--- src/design/mlrft_pkg.sv ---
// Shared types and constants of the multi-lane race finish timer.
package mlrft_pkg;

    localparam int LANES      = 6;
    localparam int HIT_W      = 6;
    localparam int SCAN_LANES = (LANES < HIT_W) ? LANES : HIT_W;
    localparam int TIME_W     = 20;
    localparam int LANE_W     = 3;
    localparam int CNT_W      = 3;
    localparam int ADDR_W     = 3;

    localparam logic [TIME_W-1:0] TIME_MAX = {TIME_W{1'b1}};

    localparam logic [ADDR_W-1:0] REG_MIN_LAP    = 3'd0;
    localparam logic [ADDR_W-1:0] REG_RACE_LIMIT = 3'd1;
    localparam logic [ADDR_W-1:0] REG_WAIT_FIRST = 3'd2;
    localparam logic [ADDR_W-1:0] REG_POS_VIEW   = 3'd3;
    localparam logic [ADDR_W-1:0] REG_TIME_VIEW  = 3'd4;
    localparam logic [ADDR_W-1:0] REG_HOLD       = 3'd5;

    localparam logic [TIME_W-1:0] RST_MIN_LAP    = 20'd500;
    localparam logic [TIME_W-1:0] RST_RACE_LIMIT = 20'd30000;
    localparam logic [TIME_W-1:0] RST_WAIT_FIRST = 20'd5000;
    localparam logic [TIME_W-1:0] RST_POS_VIEW   = 20'd3000;
    localparam logic [TIME_W-1:0] RST_TIME_VIEW  = 20'd3000;
    localparam logic [TIME_W-1:0] RST_HOLD       = 20'd6000;

    typedef enum logic [1:0] {
        MODE_ARMED  = 2'd0,
        MODE_RUN    = 2'd1,
        MODE_RESULT = 2'd2
    } mode_t;

    typedef enum logic {
        OP_INC = 1'b0,
        OP_SUB = 1'b1
    } alu_op_t;

endpackage

--- src/design/mlrft_alu.sv ---
// Shared 20-bit adder: saturating increment, or subtract with a no-borrow flag.
module mlrft_alu
    import mlrft_pkg::*;
(
    input  alu_op_t           op,
    input  logic [TIME_W-1:0] a,
    input  logic [TIME_W-1:0] b,
    output logic [TIME_W-1:0] res,
    output logic              carry
);

    logic [TIME_W:0] sum;
    logic [TIME_W:0] addend;

    // Subtraction is a + ~b + 1; the carry out then means a >= b.
    assign addend = (op == OP_SUB) ? {1'b0, ~b} : '0;
    assign sum    = {1'b0, a} + addend + {{TIME_W{1'b0}}, 1'b1};
    assign carry  = sum[TIME_W];

    always_comb
    begin
        if (op == OP_INC && carry)
        begin
            res = TIME_MAX;
        end
        else
        begin
            res = sum[TIME_W-1:0];
        end
    end

endmodule

--- src/design/multi_lane_race_finish_timer_core.sv ---
// Top level of the race finish timer: tick sequencer, registers and output stage.
// Each input beat is one millisecond tick. The block answers every tick with
// the arrival records it causes, lane order first, then one status record that
// carries last. All timing arithmetic goes through one shared 20-bit adder, one
// operation per cycle, and the lanes are scanned one per cycle, except that a
// qualifying hit waits while the output beat is held by out_ready. in_ready is
// high only between ticks. The output register lets the next tick be taken
// while the status record still waits.
module multi_lane_race_finish_timer_core
    import mlrft_pkg::*;
(
    input  logic               clk,
    input  logic               rst_n,
    input  logic               cfg_we,
    input  logic [ADDR_W-1:0]  cfg_addr,
    input  logic [TIME_W-1:0]  cfg_wdata,
    input  logic               in_valid,
    output logic               in_ready,
    input  logic               gate_is_open,
    input  logic               gate_opened,
    input  logic               gate_closed,
    input  logic [HIT_W-1:0]   lane_hits,
    output logic               out_valid,
    input  logic               out_ready,
    output logic               item_kind,
    output logic [LANE_W-1:0]  lane,
    output logic [2:0]         place,
    output logic [TIME_W-1:0]  elapsed_ms,
    output logic [1:0]         race_mode,
    output logic               view_phase,
    output logic [CNT_W-1:0]   arrived_count,
    output logic               last
);

    typedef enum logic [3:0] {
        S_IDLE,
        S_RUN_INC,
        S_RUN_MIN,
        S_LANE,
        S_RUN_LIM,
        S_RUN_DIFF,
        S_RUN_WAIT,
        S_RES_PINC,
        S_RES_RINC,
        S_RES_PCMP,
        S_RES_HCMP,
        S_STATUS
    } state_t;

    localparam logic [LANE_W-1:0] LANE_LAST = LANE_W'(SCAN_LANES - 1);

    // Configuration registers.
    logic [TIME_W-1:0] min_lap_reg;
    logic [TIME_W-1:0] race_limit_reg;
    logic [TIME_W-1:0] wait_first_reg;
    logic [TIME_W-1:0] pos_view_reg;
    logic [TIME_W-1:0] time_view_reg;
    logic [TIME_W-1:0] hold_reg;

    // Sequencer and race state.
    state_t            state_reg, state_next;
    mode_t             mode_reg, mode_next;
    logic              phase_reg, phase_next;
    logic [TIME_W-1:0] race_clock_reg, race_clock_next;
    logic [HIT_W-1:0]  finished_reg, finished_next;
    logic [CNT_W-1:0]  count_reg, count_next;
    logic              first_seen_reg, first_seen_next;
    logic [TIME_W-1:0] first_time_reg, first_time_next;
    logic [TIME_W-1:0] phase_clock_reg, phase_clock_next;
    logic [TIME_W-1:0] result_clock_reg, result_clock_next;
    logic [LANE_W-1:0] lane_reg, lane_next;
    logic              min_ok_reg, min_ok_next;
    logic              end_reg, end_next;
    logic [TIME_W-1:0] diff_reg, diff_next;

    // Latched tick.
    logic              is_open_reg, is_open_next;
    logic              closed_reg, closed_next;
    logic [HIT_W-1:0]  hits_reg, hits_next;

    // Output stage.
    logic              out_valid_reg, out_valid_next;
    logic              kind_reg, kind_next;
    logic [LANE_W-1:0] lane_out_reg, lane_out_next;
    logic [2:0]        place_reg, place_next;
    logic [TIME_W-1:0] elapsed_reg, elapsed_next;
    logic [1:0]        mode_out_reg, mode_out_next;
    logic              phase_out_reg, phase_out_next;
    logic [CNT_W-1:0]  count_out_reg, count_out_next;
    logic              last_reg, last_next;

    // Shared adder.
    alu_op_t           alu_op;
    logic [TIME_W-1:0] alu_a;
    logic [TIME_W-1:0] alu_b;
    logic [TIME_W-1:0] alu_res;
    logic              alu_carry;

    logic              can_load;
    logic              hit_ok;
    logic [CNT_W-1:0]  count_inc;

    mlrft_alu u_alu (
        .op    (alu_op),
        .a     (alu_a),
        .b     (alu_b),
        .res   (alu_res),
        .carry (alu_carry)
    );

    assign can_load  = !out_valid_reg || out_ready;
    assign hit_ok    = hits_reg[lane_reg] && !finished_reg[lane_reg] && min_ok_reg;
    assign count_inc = count_reg + 1'b1;

    always_comb
    begin
        state_next        = state_reg;
        mode_next         = mode_reg;
        phase_next        = phase_reg;
        race_clock_next   = race_clock_reg;
        finished_next     = finished_reg;
        count_next        = count_reg;
        first_seen_next   = first_seen_reg;
        first_time_next   = first_time_reg;
        phase_clock_next  = phase_clock_reg;
        result_clock_next = result_clock_reg;
        lane_next         = lane_reg;
        min_ok_next       = min_ok_reg;
        end_next          = end_reg;
        diff_next         = diff_reg;
        is_open_next      = is_open_reg;
        closed_next       = closed_reg;
        hits_next         = hits_reg;

        out_valid_next    = out_valid_reg && !out_ready;
        kind_next         = kind_reg;
        lane_out_next     = lane_out_reg;
        place_next        = place_reg;
        elapsed_next      = elapsed_reg;
        mode_out_next     = mode_out_reg;
        phase_out_next    = phase_out_reg;
        count_out_next    = count_out_reg;
        last_next         = last_reg;

        alu_op = OP_SUB;
        alu_a  = race_clock_reg;
        alu_b  = min_lap_reg;

        unique case (state_reg)
            S_IDLE:
            begin
                if (in_valid)
                begin
                    is_open_next = gate_is_open;
                    closed_next  = gate_closed;
                    hits_next    = lane_hits;
                    if (mode_reg == MODE_RUN)
                    begin
                        state_next = S_RUN_INC;
                    end
                    else if (mode_reg == MODE_RESULT)
                    begin
                        state_next = S_RES_PINC;
                    end
                    else
                    begin
                        mode_next = MODE_ARMED;
                        if (gate_opened)
                        begin
                            mode_next       = MODE_RUN;
                            race_clock_next = '0;
                            finished_next   = '0;
                            count_next      = '0;
                            first_seen_next = 1'b0;
                            first_time_next = '0;
                        end
                        state_next = S_STATUS;
                    end
                end
            end
            S_RUN_INC:
            begin
                alu_op          = OP_INC;
                race_clock_next = alu_res;
                state_next      = S_RUN_MIN;
            end
            S_RUN_MIN:
            begin
                min_ok_next = alu_carry;
                lane_next   = '0;
                state_next  = S_LANE;
            end
            S_LANE:
            begin
                // A qualifying hit waits here until the output register is free.
                if (!hit_ok || can_load)
                begin
                    if (hit_ok)
                    begin
                        finished_next[lane_reg] = 1'b1;
                        count_next              = count_inc;
                        if (!first_seen_reg)
                        begin
                            first_seen_next = 1'b1;
                            first_time_next = race_clock_reg;
                        end
                        out_valid_next = 1'b1;
                        kind_next      = 1'b0;
                        lane_out_next  = lane_reg;
                        place_next     = count_inc;
                        elapsed_next   = race_clock_reg;
                        mode_out_next  = mode_reg;
                        phase_out_next = phase_reg;
                        count_out_next = count_inc;
                        last_next      = 1'b0;
                    end
                    if (lane_reg == LANE_LAST)
                    begin
                        state_next = S_RUN_LIM;
                    end
                    else
                    begin
                        lane_next = lane_reg + 1'b1;
                    end
                end
            end
            S_RUN_LIM:
            begin
                alu_b      = race_limit_reg;
                end_next   = alu_carry || ({1'b0, count_reg} >= (CNT_W + 1)'(LANES));
                state_next = S_RUN_DIFF;
            end
            S_RUN_DIFF:
            begin
                alu_b      = first_time_reg;
                diff_next  = alu_res;
                state_next = S_RUN_WAIT;
            end
            S_RUN_WAIT:
            begin
                alu_a = diff_reg;
                alu_b = wait_first_reg;
                if (end_reg || (first_seen_reg && alu_carry))
                begin
                    mode_next         = MODE_RESULT;
                    phase_next        = 1'b0;
                    phase_clock_next  = '0;
                    result_clock_next = '0;
                end
                state_next = S_STATUS;
            end
            S_RES_PINC:
            begin
                alu_op           = OP_INC;
                alu_a            = phase_clock_reg;
                phase_clock_next = alu_res;
                state_next       = S_RES_RINC;
            end
            S_RES_RINC:
            begin
                alu_op            = OP_INC;
                alu_a             = result_clock_reg;
                result_clock_next = alu_res;
                state_next        = S_RES_PCMP;
            end
            S_RES_PCMP:
            begin
                alu_a = phase_clock_reg;
                alu_b = phase_reg ? time_view_reg : pos_view_reg;
                if (alu_carry)
                begin
                    phase_next       = !phase_reg;
                    phase_clock_next = '0;
                end
                state_next = S_RES_HCMP;
            end
            S_RES_HCMP:
            begin
                alu_a = result_clock_reg;
                alu_b = hold_reg;
                if (closed_reg || (!is_open_reg && alu_carry))
                begin
                    mode_next       = MODE_ARMED;
                    race_clock_next = '0;
                    finished_next   = '0;
                    count_next      = '0;
                    first_seen_next = 1'b0;
                    first_time_next = '0;
                end
                state_next = S_STATUS;
            end
            S_STATUS:
            begin
                if (can_load)
                begin
                    out_valid_next = 1'b1;
                    kind_next      = 1'b1;
                    lane_out_next  = '0;
                    place_next     = '0;
                    elapsed_next   = race_clock_reg;
                    mode_out_next  = mode_reg;
                    phase_out_next = phase_reg;
                    count_out_next = count_reg;
                    last_next      = 1'b1;
                    state_next     = S_IDLE;
                end
            end
            default:
            begin
                state_next = S_IDLE;
            end
        endcase
    end

    always_ff @(posedge clk or negedge rst_n)
    begin
        if (!rst_n)
        begin
            min_lap_reg      <= RST_MIN_LAP;
            race_limit_reg   <= RST_RACE_LIMIT;
            wait_first_reg   <= RST_WAIT_FIRST;
            pos_view_reg     <= RST_POS_VIEW;
            time_view_reg    <= RST_TIME_VIEW;
            hold_reg         <= RST_HOLD;
            state_reg        <= S_IDLE;
            mode_reg         <= MODE_ARMED;
            phase_reg        <= 1'b0;
            race_clock_reg   <= '0;
            finished_reg     <= '0;
            count_reg        <= '0;
            first_seen_reg   <= 1'b0;
            first_time_reg   <= '0;
            phase_clock_reg  <= '0;
            result_clock_reg <= '0;
            lane_reg         <= '0;
            min_ok_reg       <= 1'b0;
            end_reg          <= 1'b0;
            diff_reg         <= '0;
            is_open_reg      <= 1'b0;
            closed_reg       <= 1'b0;
            hits_reg         <= '0;
            out_valid_reg    <= 1'b0;
            kind_reg         <= 1'b0;
            lane_out_reg     <= '0;
            place_reg        <= '0;
            elapsed_reg      <= '0;
            mode_out_reg     <= '0;
            phase_out_reg    <= 1'b0;
            count_out_reg    <= '0;
            last_reg         <= 1'b0;
        end
        else
        begin
            if (cfg_we)
            begin
                case (cfg_addr)
                    REG_MIN_LAP:    min_lap_reg    <= cfg_wdata;
                    REG_RACE_LIMIT: race_limit_reg <= cfg_wdata;
                    REG_WAIT_FIRST: wait_first_reg <= cfg_wdata;
                    REG_POS_VIEW:   pos_view_reg   <= cfg_wdata;
                    REG_TIME_VIEW:  time_view_reg  <= cfg_wdata;
                    REG_HOLD:       hold_reg       <= cfg_wdata;
                    default:
                    begin
                    end
                endcase
            end
            state_reg        <= state_next;
            mode_reg         <= mode_next;
            phase_reg        <= phase_next;
            race_clock_reg   <= race_clock_next;
            finished_reg     <= finished_next;
            count_reg        <= count_next;
            first_seen_reg   <= first_seen_next;
            first_time_reg   <= first_time_next;
            phase_clock_reg  <= phase_clock_next;
            result_clock_reg <= result_clock_next;
            lane_reg         <= lane_next;
            min_ok_reg       <= min_ok_next;
            end_reg          <= end_next;
            diff_reg         <= diff_next;
            is_open_reg      <= is_open_next;
            closed_reg       <= closed_next;
            hits_reg         <= hits_next;
            out_valid_reg    <= out_valid_next;
            kind_reg         <= kind_next;
            lane_out_reg     <= lane_out_next;
            place_reg        <= place_next;
            elapsed_reg      <= elapsed_next;
            mode_out_reg     <= mode_out_next;
            phase_out_reg    <= phase_out_next;
            count_out_reg    <= count_out_next;
            last_reg         <= last_next;
        end
    end

    assign in_ready      = (state_reg == S_IDLE);
    assign out_valid     = out_valid_reg;
    assign item_kind     = kind_reg;
    assign lane          = lane_out_reg;
    assign place         = place_reg;
    assign elapsed_ms    = elapsed_reg;
    assign race_mode     = mode_out_reg;
    assign view_phase    = phase_out_reg;
    assign arrived_count = count_out_reg;
    assign last          = last_reg;

endmodule
--- config.mk ---
export PLATFORM = sky130hd
export DESIGN_NAME = multi_lane_race_finish_timer_core
export DESIGN_NICKNAME = d
export VERILOG_FILES = /design/src/design/mlrft_pkg.sv /design/src/design/mlrft_alu.sv /design/src/design/multi_lane_race_finish_timer_core.sv
export SDC_FILE = /design/constraint.sdc
export NUM_CORES = 1
export LEC_CHECK = 0
export BUFFER_PORTS_ARGS = -buffer_cell sky130_fd_sc_hd__buf_2
export CAP_MARGIN = 20
export CELL_PAD_IN_SITES_DETAIL_PLACEMENT = 0
export CELL_PAD_IN_SITES_GLOBAL_PLACEMENT = 2
export CORE_AREA = 2 2 216 218
export CTS_CLUSTER_DIAMETER = 30
export DETAILED_ROUTE_END_ITERATION = 8
export DIE_AREA = 0 0 218 220
export HOLD_SLACK_MARGIN = 0.05
export PLACE_DENSITY = 0.63
export SYNTH_ARGS = -nofsm -noshare
export SYNTH_HDL_FRONTEND = slang
export SYNTH_SLANG_ARGS = --single-unit
--- constraint.sdc ---
create_clock -name clk -period 4.4 [get_ports clk]
set_input_delay 0.44 -clock clk [delete_from_list [all_inputs] [get_ports clk]]
set_output_delay 0.44 -clock clk [all_outputs]
set_load 0.05 [all_outputs]
Word level (Yosys, flattened, before mapping)
Index checks and enable logic that the tools add are counted.
{"block": "word_totals", "out_inout_bits": 36, "ff_bits": 284, "in_bits": 37, "elab_cells": 217}
{"block": "op_classes", "eq_ne": 32, "muxes": 96, "bitwise_logic": 2, "add_sub_neg": 4, "magnitude_cmp": 3, "n_reduce_logical": 49}
{"cell": "$mux 20", "count": 16}
{"cell": "$pmux 20 s3", "count": 4}
{"cell": "$pmux 20 s5", "count": 1}
{"cell": "$pmux 20 s2", "count": 2}
{"cell": "$pmux 4 s11", "count": 1}
{"cell": "$mux 6", "count": 7}
{"cell": "$mux 3", "count": 13}
{"cell": "$mux 4", "count": 6}
{"cell": "$pmux 3 s2", "count": 4}
{"cell": "$mux 1", "count": 22}
{"cell": "$ne 2x2->1 const B", "count": 11}
{"cell": "$add 20x21->21", "count": 1}
{"cell": "$add 21x1->21 const B", "count": 1}
{"cell": "$not 20->20", "count": 1}
{"cell": "$pmux 6 s3", "count": 1}
{"cell": "$eq 4x3->1 const B", "count": 4}
{"cell": "$eq 4x4->1 const B", "count": 4}
{"cell": "$mux 2", "count": 8}
{"cell": "$reduce_and 2->1", "count": 8}
{"cell": "$reduce_and 6->1", "count": 2}
{"cell": "$reduce_bool 3->1", "count": 4}
{"cell": "$eq 3x3->1 const B", "count": 3}
{"cell": "$pmux 3 s3", "count": 1}
{"cell": "$reduce_and 3->1", "count": 3}
{"cell": "other kinds (29)", "count": 58}

Logic depth before layout (Yosys ltp)
{"block": "logic_depth", "word_depth": 10, "ltp_mapped": 21, "mapped_depth_nobuf": 17}

Modules after synthesis
From an unflattened synthesis, not the netlist that was laid out.
{"block": "unflattened", "hier_cells": 1195, "hier_area_um2": 13842.0}
{"mod": "multi_lane_race_finish_timer_core", "instances": 1, "cells_each": 976, "seq_area_each_um2": 7155.6, "area_per_inst_um2": 12423.2}
{"mod": "mlrft_alu", "instances": 1, "cells_each": 219, "seq_area_each_um2": 0.0, "area_per_inst_um2": 1418.9}

Worst setup path before layout
OpenSTA, ideal clock, no wires.
{"block": "synth_path", "path_type": "reg-to-reg", "startpoint": "register state_reg[2]", "endpoint": "register diff_reg[19]", "path_buffers": 4, "required_time_ns": 4.275, "period_less_slack_ns": 4.293, "path_stages_with_launch": 20, "setup_slack_ns": 0.107, "setup_ns": 0.125, "t_arrival_ns": 4.169, "cell_sequence": "dfrtp_1 clkbuf_1 clkbuf_1 nor2b_1 nand2_1 nand2_1 clkbuf_1 a221oi_1 ha_1 inv_1 fa_1 a21oi_1 o21ai_0 o2111ai_1 a211o_1 and2_1 buf_2 nor2_1 or4_1 mux2_2"}
{"block": "synth_between", "elab_chain_len": 8, "word_cells_on_any_way": 19, "cone_classes": "2 x add/sub; 8 x eq/ne; 4 x mux; 1 x bitwise; 4 x reduce/logical"}
{"item": "start, declared", "line": "multi_lane_race_finish_timer_core.sv:61", "text": "state_t state_reg, state_next;"}
{"item": "start signal, assigned", "line": "multi_lane_race_finish_timer_core.sv:368", "text": "state_reg <= state_next;"}
{"item": "$eq 4x4->1 or $eq 4x3->1 (tied branches)", "line": "multi_lane_race_finish_timer_core.sv:149", "text": "unique case (state_reg)"}
{"item": "$pmux 20 s5", "line": "multi_lane_race_finish_timer_core.sv:149"}
{"item": "$not 20->20", "line": "mlrft_alu.sv:16", "text": "assign addend = (op == OP_SUB) ? {1'b0, ~b} : '0;"}
{"item": "$mux 20", "line": "mlrft_alu.sv:16"}
{"item": "$add 20x21->21", "line": "mlrft_alu.sv:17", "text": "assign sum = {1'b0, a} + addend + {{TIME_W{1'b0}}, 1'b1};"}
{"item": "$add 21x1->21", "line": "mlrft_alu.sv:17"}
{"item": "$logic_and 1x1->1", "line": "mlrft_alu.sv:22", "text": "if (op == OP_INC && carry)"}
{"item": "$mux 20", "line": "mlrft_alu.sv:22"}
{"item": "end signal, assigned", "line": "multi_lane_race_finish_timer_core.sv:381", "text": "diff_reg <= diff_next;"}
{"item": "end, declared", "line": "multi_lane_race_finish_timer_core.sv:74", "text": "logic [TIME_W-1:0] diff_reg, diff_next;"}
Several ways; a longest one is shown, not always the timed one.
A chain may end at the register's enable or synchronous reset.

Worst setup path in the final report
{"block": "layout_path", "startpoint": "register state_reg[1]", "endpoint": "register first_time_reg[5]"}
{"block": "layout_between", "elab_chain_len": 10, "word_cells_on_any_way": 32, "cone_classes": "2 x add/sub; 17 x eq/ne; 4 x mux; 1 x bitwise; 8 x reduce/logical"}
{"item": "$eq 4x4->1 or $eq 4x3->1 (tied branches)", "line": "multi_lane_race_finish_timer_core.sv:149"}
{"item": "$pmux 20 s5", "line": "multi_lane_race_finish_timer_core.sv:149"}
{"item": "$not 20->20", "line": "mlrft_alu.sv:16"}
{"item": "$mux 20", "line": "mlrft_alu.sv:16"}
{"item": "$add 20x21->21", "line": "mlrft_alu.sv:17"}
{"item": "$add 21x1->21", "line": "mlrft_alu.sv:17"}
{"item": "$logic_and 1x1->1", "line": "multi_lane_race_finish_timer_core.sv:281", "text": "if (closed_reg || (!is_open_reg && alu_carry))"}
{"item": "$logic_or 1x1->1", "line": "multi_lane_race_finish_timer_core.sv:281"}
{"item": "$ne 2x2->1 (no source line)"}
{"item": "$reduce_and 9->1 (no source line)"}
{"item": "end signal, assigned", "line": "multi_lane_race_finish_timer_core.sv:375", "text": "first_time_reg <= first_time_next;"}
{"item": "end, declared", "line": "multi_lane_race_finish_timer_core.sv:68", "text": "logic [TIME_W-1:0] first_time_reg, first_time_next;"}
Several ways; a longest one is shown, not always the timed one.

==> Implementation_results.wiki <==
{| class="wikitable"
! Metric !! Value
|-
| Cells taking the most area after synthesis || dfrtp_1 45%, mux2_2 13%, dfstp_2 7.6%, nand2_1 3.6%, o21ai_0 3.4%
|-
| Die Area || 47960 um2
|-
| Capturing point of the worst reg2reg path || first_time_reg[5]$_DFFE_PN0P_
|-
| Largest net degree at the start of global routing || 115
|-
| Yosys cell types || 66
|-
| Antenna violations before repair || 0
|-
| Setup repair after global routing missed its margin || false
|-
| Setup WS post-layout || 0.2472 ns
|-
| Mean cell area of the mapped netlist || 10.82 um2
|-
| Layout Cell Area excl Fill || 18300 um2
|-
| Number of cells traversed by the worst register-to-register path || 18
|-
| Final ANT Viol Nets || 0
|-
| Max Clock Freq || 240.8 MHz
|-
| Critical Path Source Type || flop
|-
| Area growth syn-to-layout || 35.44%
|-
| Leading area contributor after synthesis || dfrtp_1
|-
| Levels on crit path || 18
|-
| Input/output buffers || 72
|-
| First DRT Iteration DRCs || 704
|-
| Mean routed wirelength per cell || 19.81 um
|-
| Hold WC Path Type || in -> reg
|-
| Final cell count without fillers || 2110
|-
| Sequential element share of the synthesized area || 52.97%
|-
| Critical hold path startpoint || gate_closed
|-
| Share of synthesized registers carrying an async set or reset || 100.0%
|-
| Clk slew on worst S/H paths || 0.04 ns
|-
| Die outline width || 218 um
|-
| Launching element of the worst setup path || state_reg[1]$_DFFE_PN0P_
|-
| Final net count || 1502
|-
| Ports || 73
|-
| Slowest cell on the critical path || dfrtp_1
|-
| Final worst-path cycle share || 94.38%
|-
| Remaining global-route overflow || 0
|-
| Critical path peak fanout || 20
|-
| Number of buffers created by CTS || 78
|-
| Headroom to the max-slew limit || 27.62%
|-
| Number of cells on the worst hold path || 2
|-
| Remaining design rule violation count || 0
|-
| Fraction of final layout cells sized beyond drive strength 1 || 36.66%
|-
| Delay of the slowest cell on the worst path || 0.44 ns
|-
| Detailed Routing Iterations Pass 1 || 5
|-
| Core Footprint || 45860 um2
|-
| Global-route wire length before repair || 65780 um
|-
| Post-Synthesis Cells || 1249
|-
| Outcome || completed
|-
| Detailed-placement wirelength estimate || 28950 um
|-
| Type of the worst setup path || reg -> reg
|-
| Wirelength, routed || 41790 um
|-
| Proportion of netlist area held by the largest area contributor || 45.39%
|-
| Setup-failing EPs final || 0
|-
| Final Power || 0.01790 W
|-
| Ys flop type || dfrtp_1
|-
| Commonest cells after routing, fill and taps aside || 244 x dfrtp_1, 154 x mux2_2, 127 x nand2_1, 102 x buf_4, 88 x o21ai_0
|-
| Placed insts || 1958
|-
| Critical path data required time || 4.86 ns
|-
| R2R setup slack || 0.25 ns
|-
| Number of synthesized flops with an enable pin || 0
|-
| CTS tree || done
|-
| Via count normalized by instance count || 4.953
|-
| Total of warnings raised by yosys || 0
|-
| Pin slew with the least headroom to its limit || 1.086 ns
|-
| Number of sinks driven by the clock tree || 284
|-
| Most frequent cell on the critical path || buf_4
|-
| Top Family by Delay on Critical Path || compound AO/OA/AOI/OAI gates
|-
| Vias in the first global route || 10990
|-
| Count of vias placed by the detailed router || 10450
|-
| Overall global routing resource usage || 17.89%
|-
| Count of state elements after synthesis || 284
|-
| Most common cell after layout, fill and taps aside || dfrtp_1
|-
| Clock Tree Root || clkbuf_16
|-
| Power per Cell Area || 978.4 nW/um2
|-
| Worst-case setup slack after placement || -0.1103 ns
|-
| Max-Cap Viols || 0
|-
| Post-detailed-placement cell area || 15340 um2
|-
| Die boundary height || 220 um
|-
| Pleak || 8.205 nW
|-
| Worst endpoint data arrival time || 4.61 ns
|-
| Number of nets produced by synthesis || 1313
|-
| Worst VDD drop || 0.0003112 V
|-
| Buffering stage count on the worst path with inverters included || 4
|-
| Worst reg2reg path startpoint || state_reg[1]$_DFFE_PN0P_
|-
| Crit path capture type || flop
|-
| Accumulated negative setup slack || 0 ns
|-
| Worst path cell trace || buf_4, nand2_2, nor2_1, nor3_2, buf_4, buf_4, nand3_1, a21oi_1, ha_1, nand2_1, o21ai_2, o2111ai_2, a211o_1, and2_2, a211oi_4, a21boi_4, buf_12, o21ai_0
|-
| Post-route minimum period || 4.153 ns
|-
| Total standard cell area after synthesis || 13510 um2
|-
| Hold endpoint || closed_reg$_DFFE_PN0P_
|-
| Row count || 79
|-
| CTS H-tree lvls || 3
|-
| Clk Latency, worst-skew pair || 0.60 ns
|-
| Initial cell density of the core || 29.45%
|-
| Number of pins with negative max-slew slack in the final report || 0
|-
| Worst clock skew || 0.02645 ns
|-
| # diodes || 0
|-
| Clock Path Buffers || 3
|-
| Final count of hold timing violations || 0
|-
| Final RePlAce weighted congestion || 0.8519
|}
[final cells by class]
class	instances	area, um2
repair buffers	189	1404
clock buffers	113	2273
well taps	607	759.5
clock inverters	32	483.0
multi-input cells	847	6076
fillers	4539	27570
inverters	38	142.6
flip-flops and latches	284	7157
[where the power goes]
part / internal [W] / switching [W] / total (W)
clock: 0.00415 / 0.00169 / 0.00584
combinational: 0.00315 / 0.00466 / 0.00781
sequential: 0.00358 / 0.000669 / 0.00425
total: 0.0109 / 0.00703 / 0.0179
[what timing repair did]
action                                  4_1_cts  5_1_grt
endpoints found under the hold margin        87        0
hold buffers                                  1        0
setup buffers                                 0        6
endpoints found under the setup margin       30      103
pin swaps                                     0        5
resized for setup                             4       27
[per-layer routing]
metal / part of all wire [%] / track usage (%) / vias to the layer above
met5: 0 / 0 / -
met4: 1.8 / 6.213 / 0
met3: 4.0 / 3.423 / 53
met2: 45 / 27.61 / 209
met1: 49 / 25.03 / 5255
li1: - / - / 4934
[kinds of logic (layout without fill, tap and decap cells)]
kind of cell               count (synthesis)  count (layout)  share of synthesized area, %
AOI/OAI and AO/OA                        307             307                         14.80
xor gates and xnor gates                  16              16                         1.037
adders and majority gates                 27              27                         2.556
buffers and inverters                    118             372                         3.427
DFF                                      284             284                         52.97
muxes                                    175             175                         14.39
and+or+nand+nor                          322             322                         10.81
[synthesized netlist by cell type, types with 5 or more instances]
cell      number
nand2_1      130
nor2b_1       10
o22ai_1        7
buf_2         10
dfstp_2       39
ha_1          26
or3_1          5
a221oi_1      23
o21a_1         5
mux2i_1       21
nor2_1        83
xnor2_1        9
nor3_1        13
a22o_1        14
dfrtp_1      245
a21o_1        15
a22oi_1       20
a222oi_1      20
inv_1         38
a21oi_1       79
and2_1         7
nand3_1       26
o21ai_0       91
mux2_2       154
xor2_1         7
nand2b_1       7
nand4_1       23
a31oi_1        5
clkbuf_1      66
[worst max path at each step]
stage / endpoint
global route: first_time_reg[6]$_DFFE_PN0P_
detailed placement: diff_reg[19]$_DFFE_PN0N_
finish: first_time_reg[5]$_DFFE_PN0P_
CTS: diff_reg[19]$_DFFE_PN0N_
global placement: diff_reg[19]$_DFFE_PN0N_
floorplan: diff_reg[19]$_DFFE_PN0N_
[metrics by stage]
stage               hold WS (ns)  utilization [%]
floorplan                 0.1444                -
detailed placement        0.4687            33.44
CTS                      0.06103            39.51
global route             0.07840            39.89
global placement          0.4621            33.41
finish                   0.08581            39.89
Note: power is estimated with default switching activity, not from simulation.
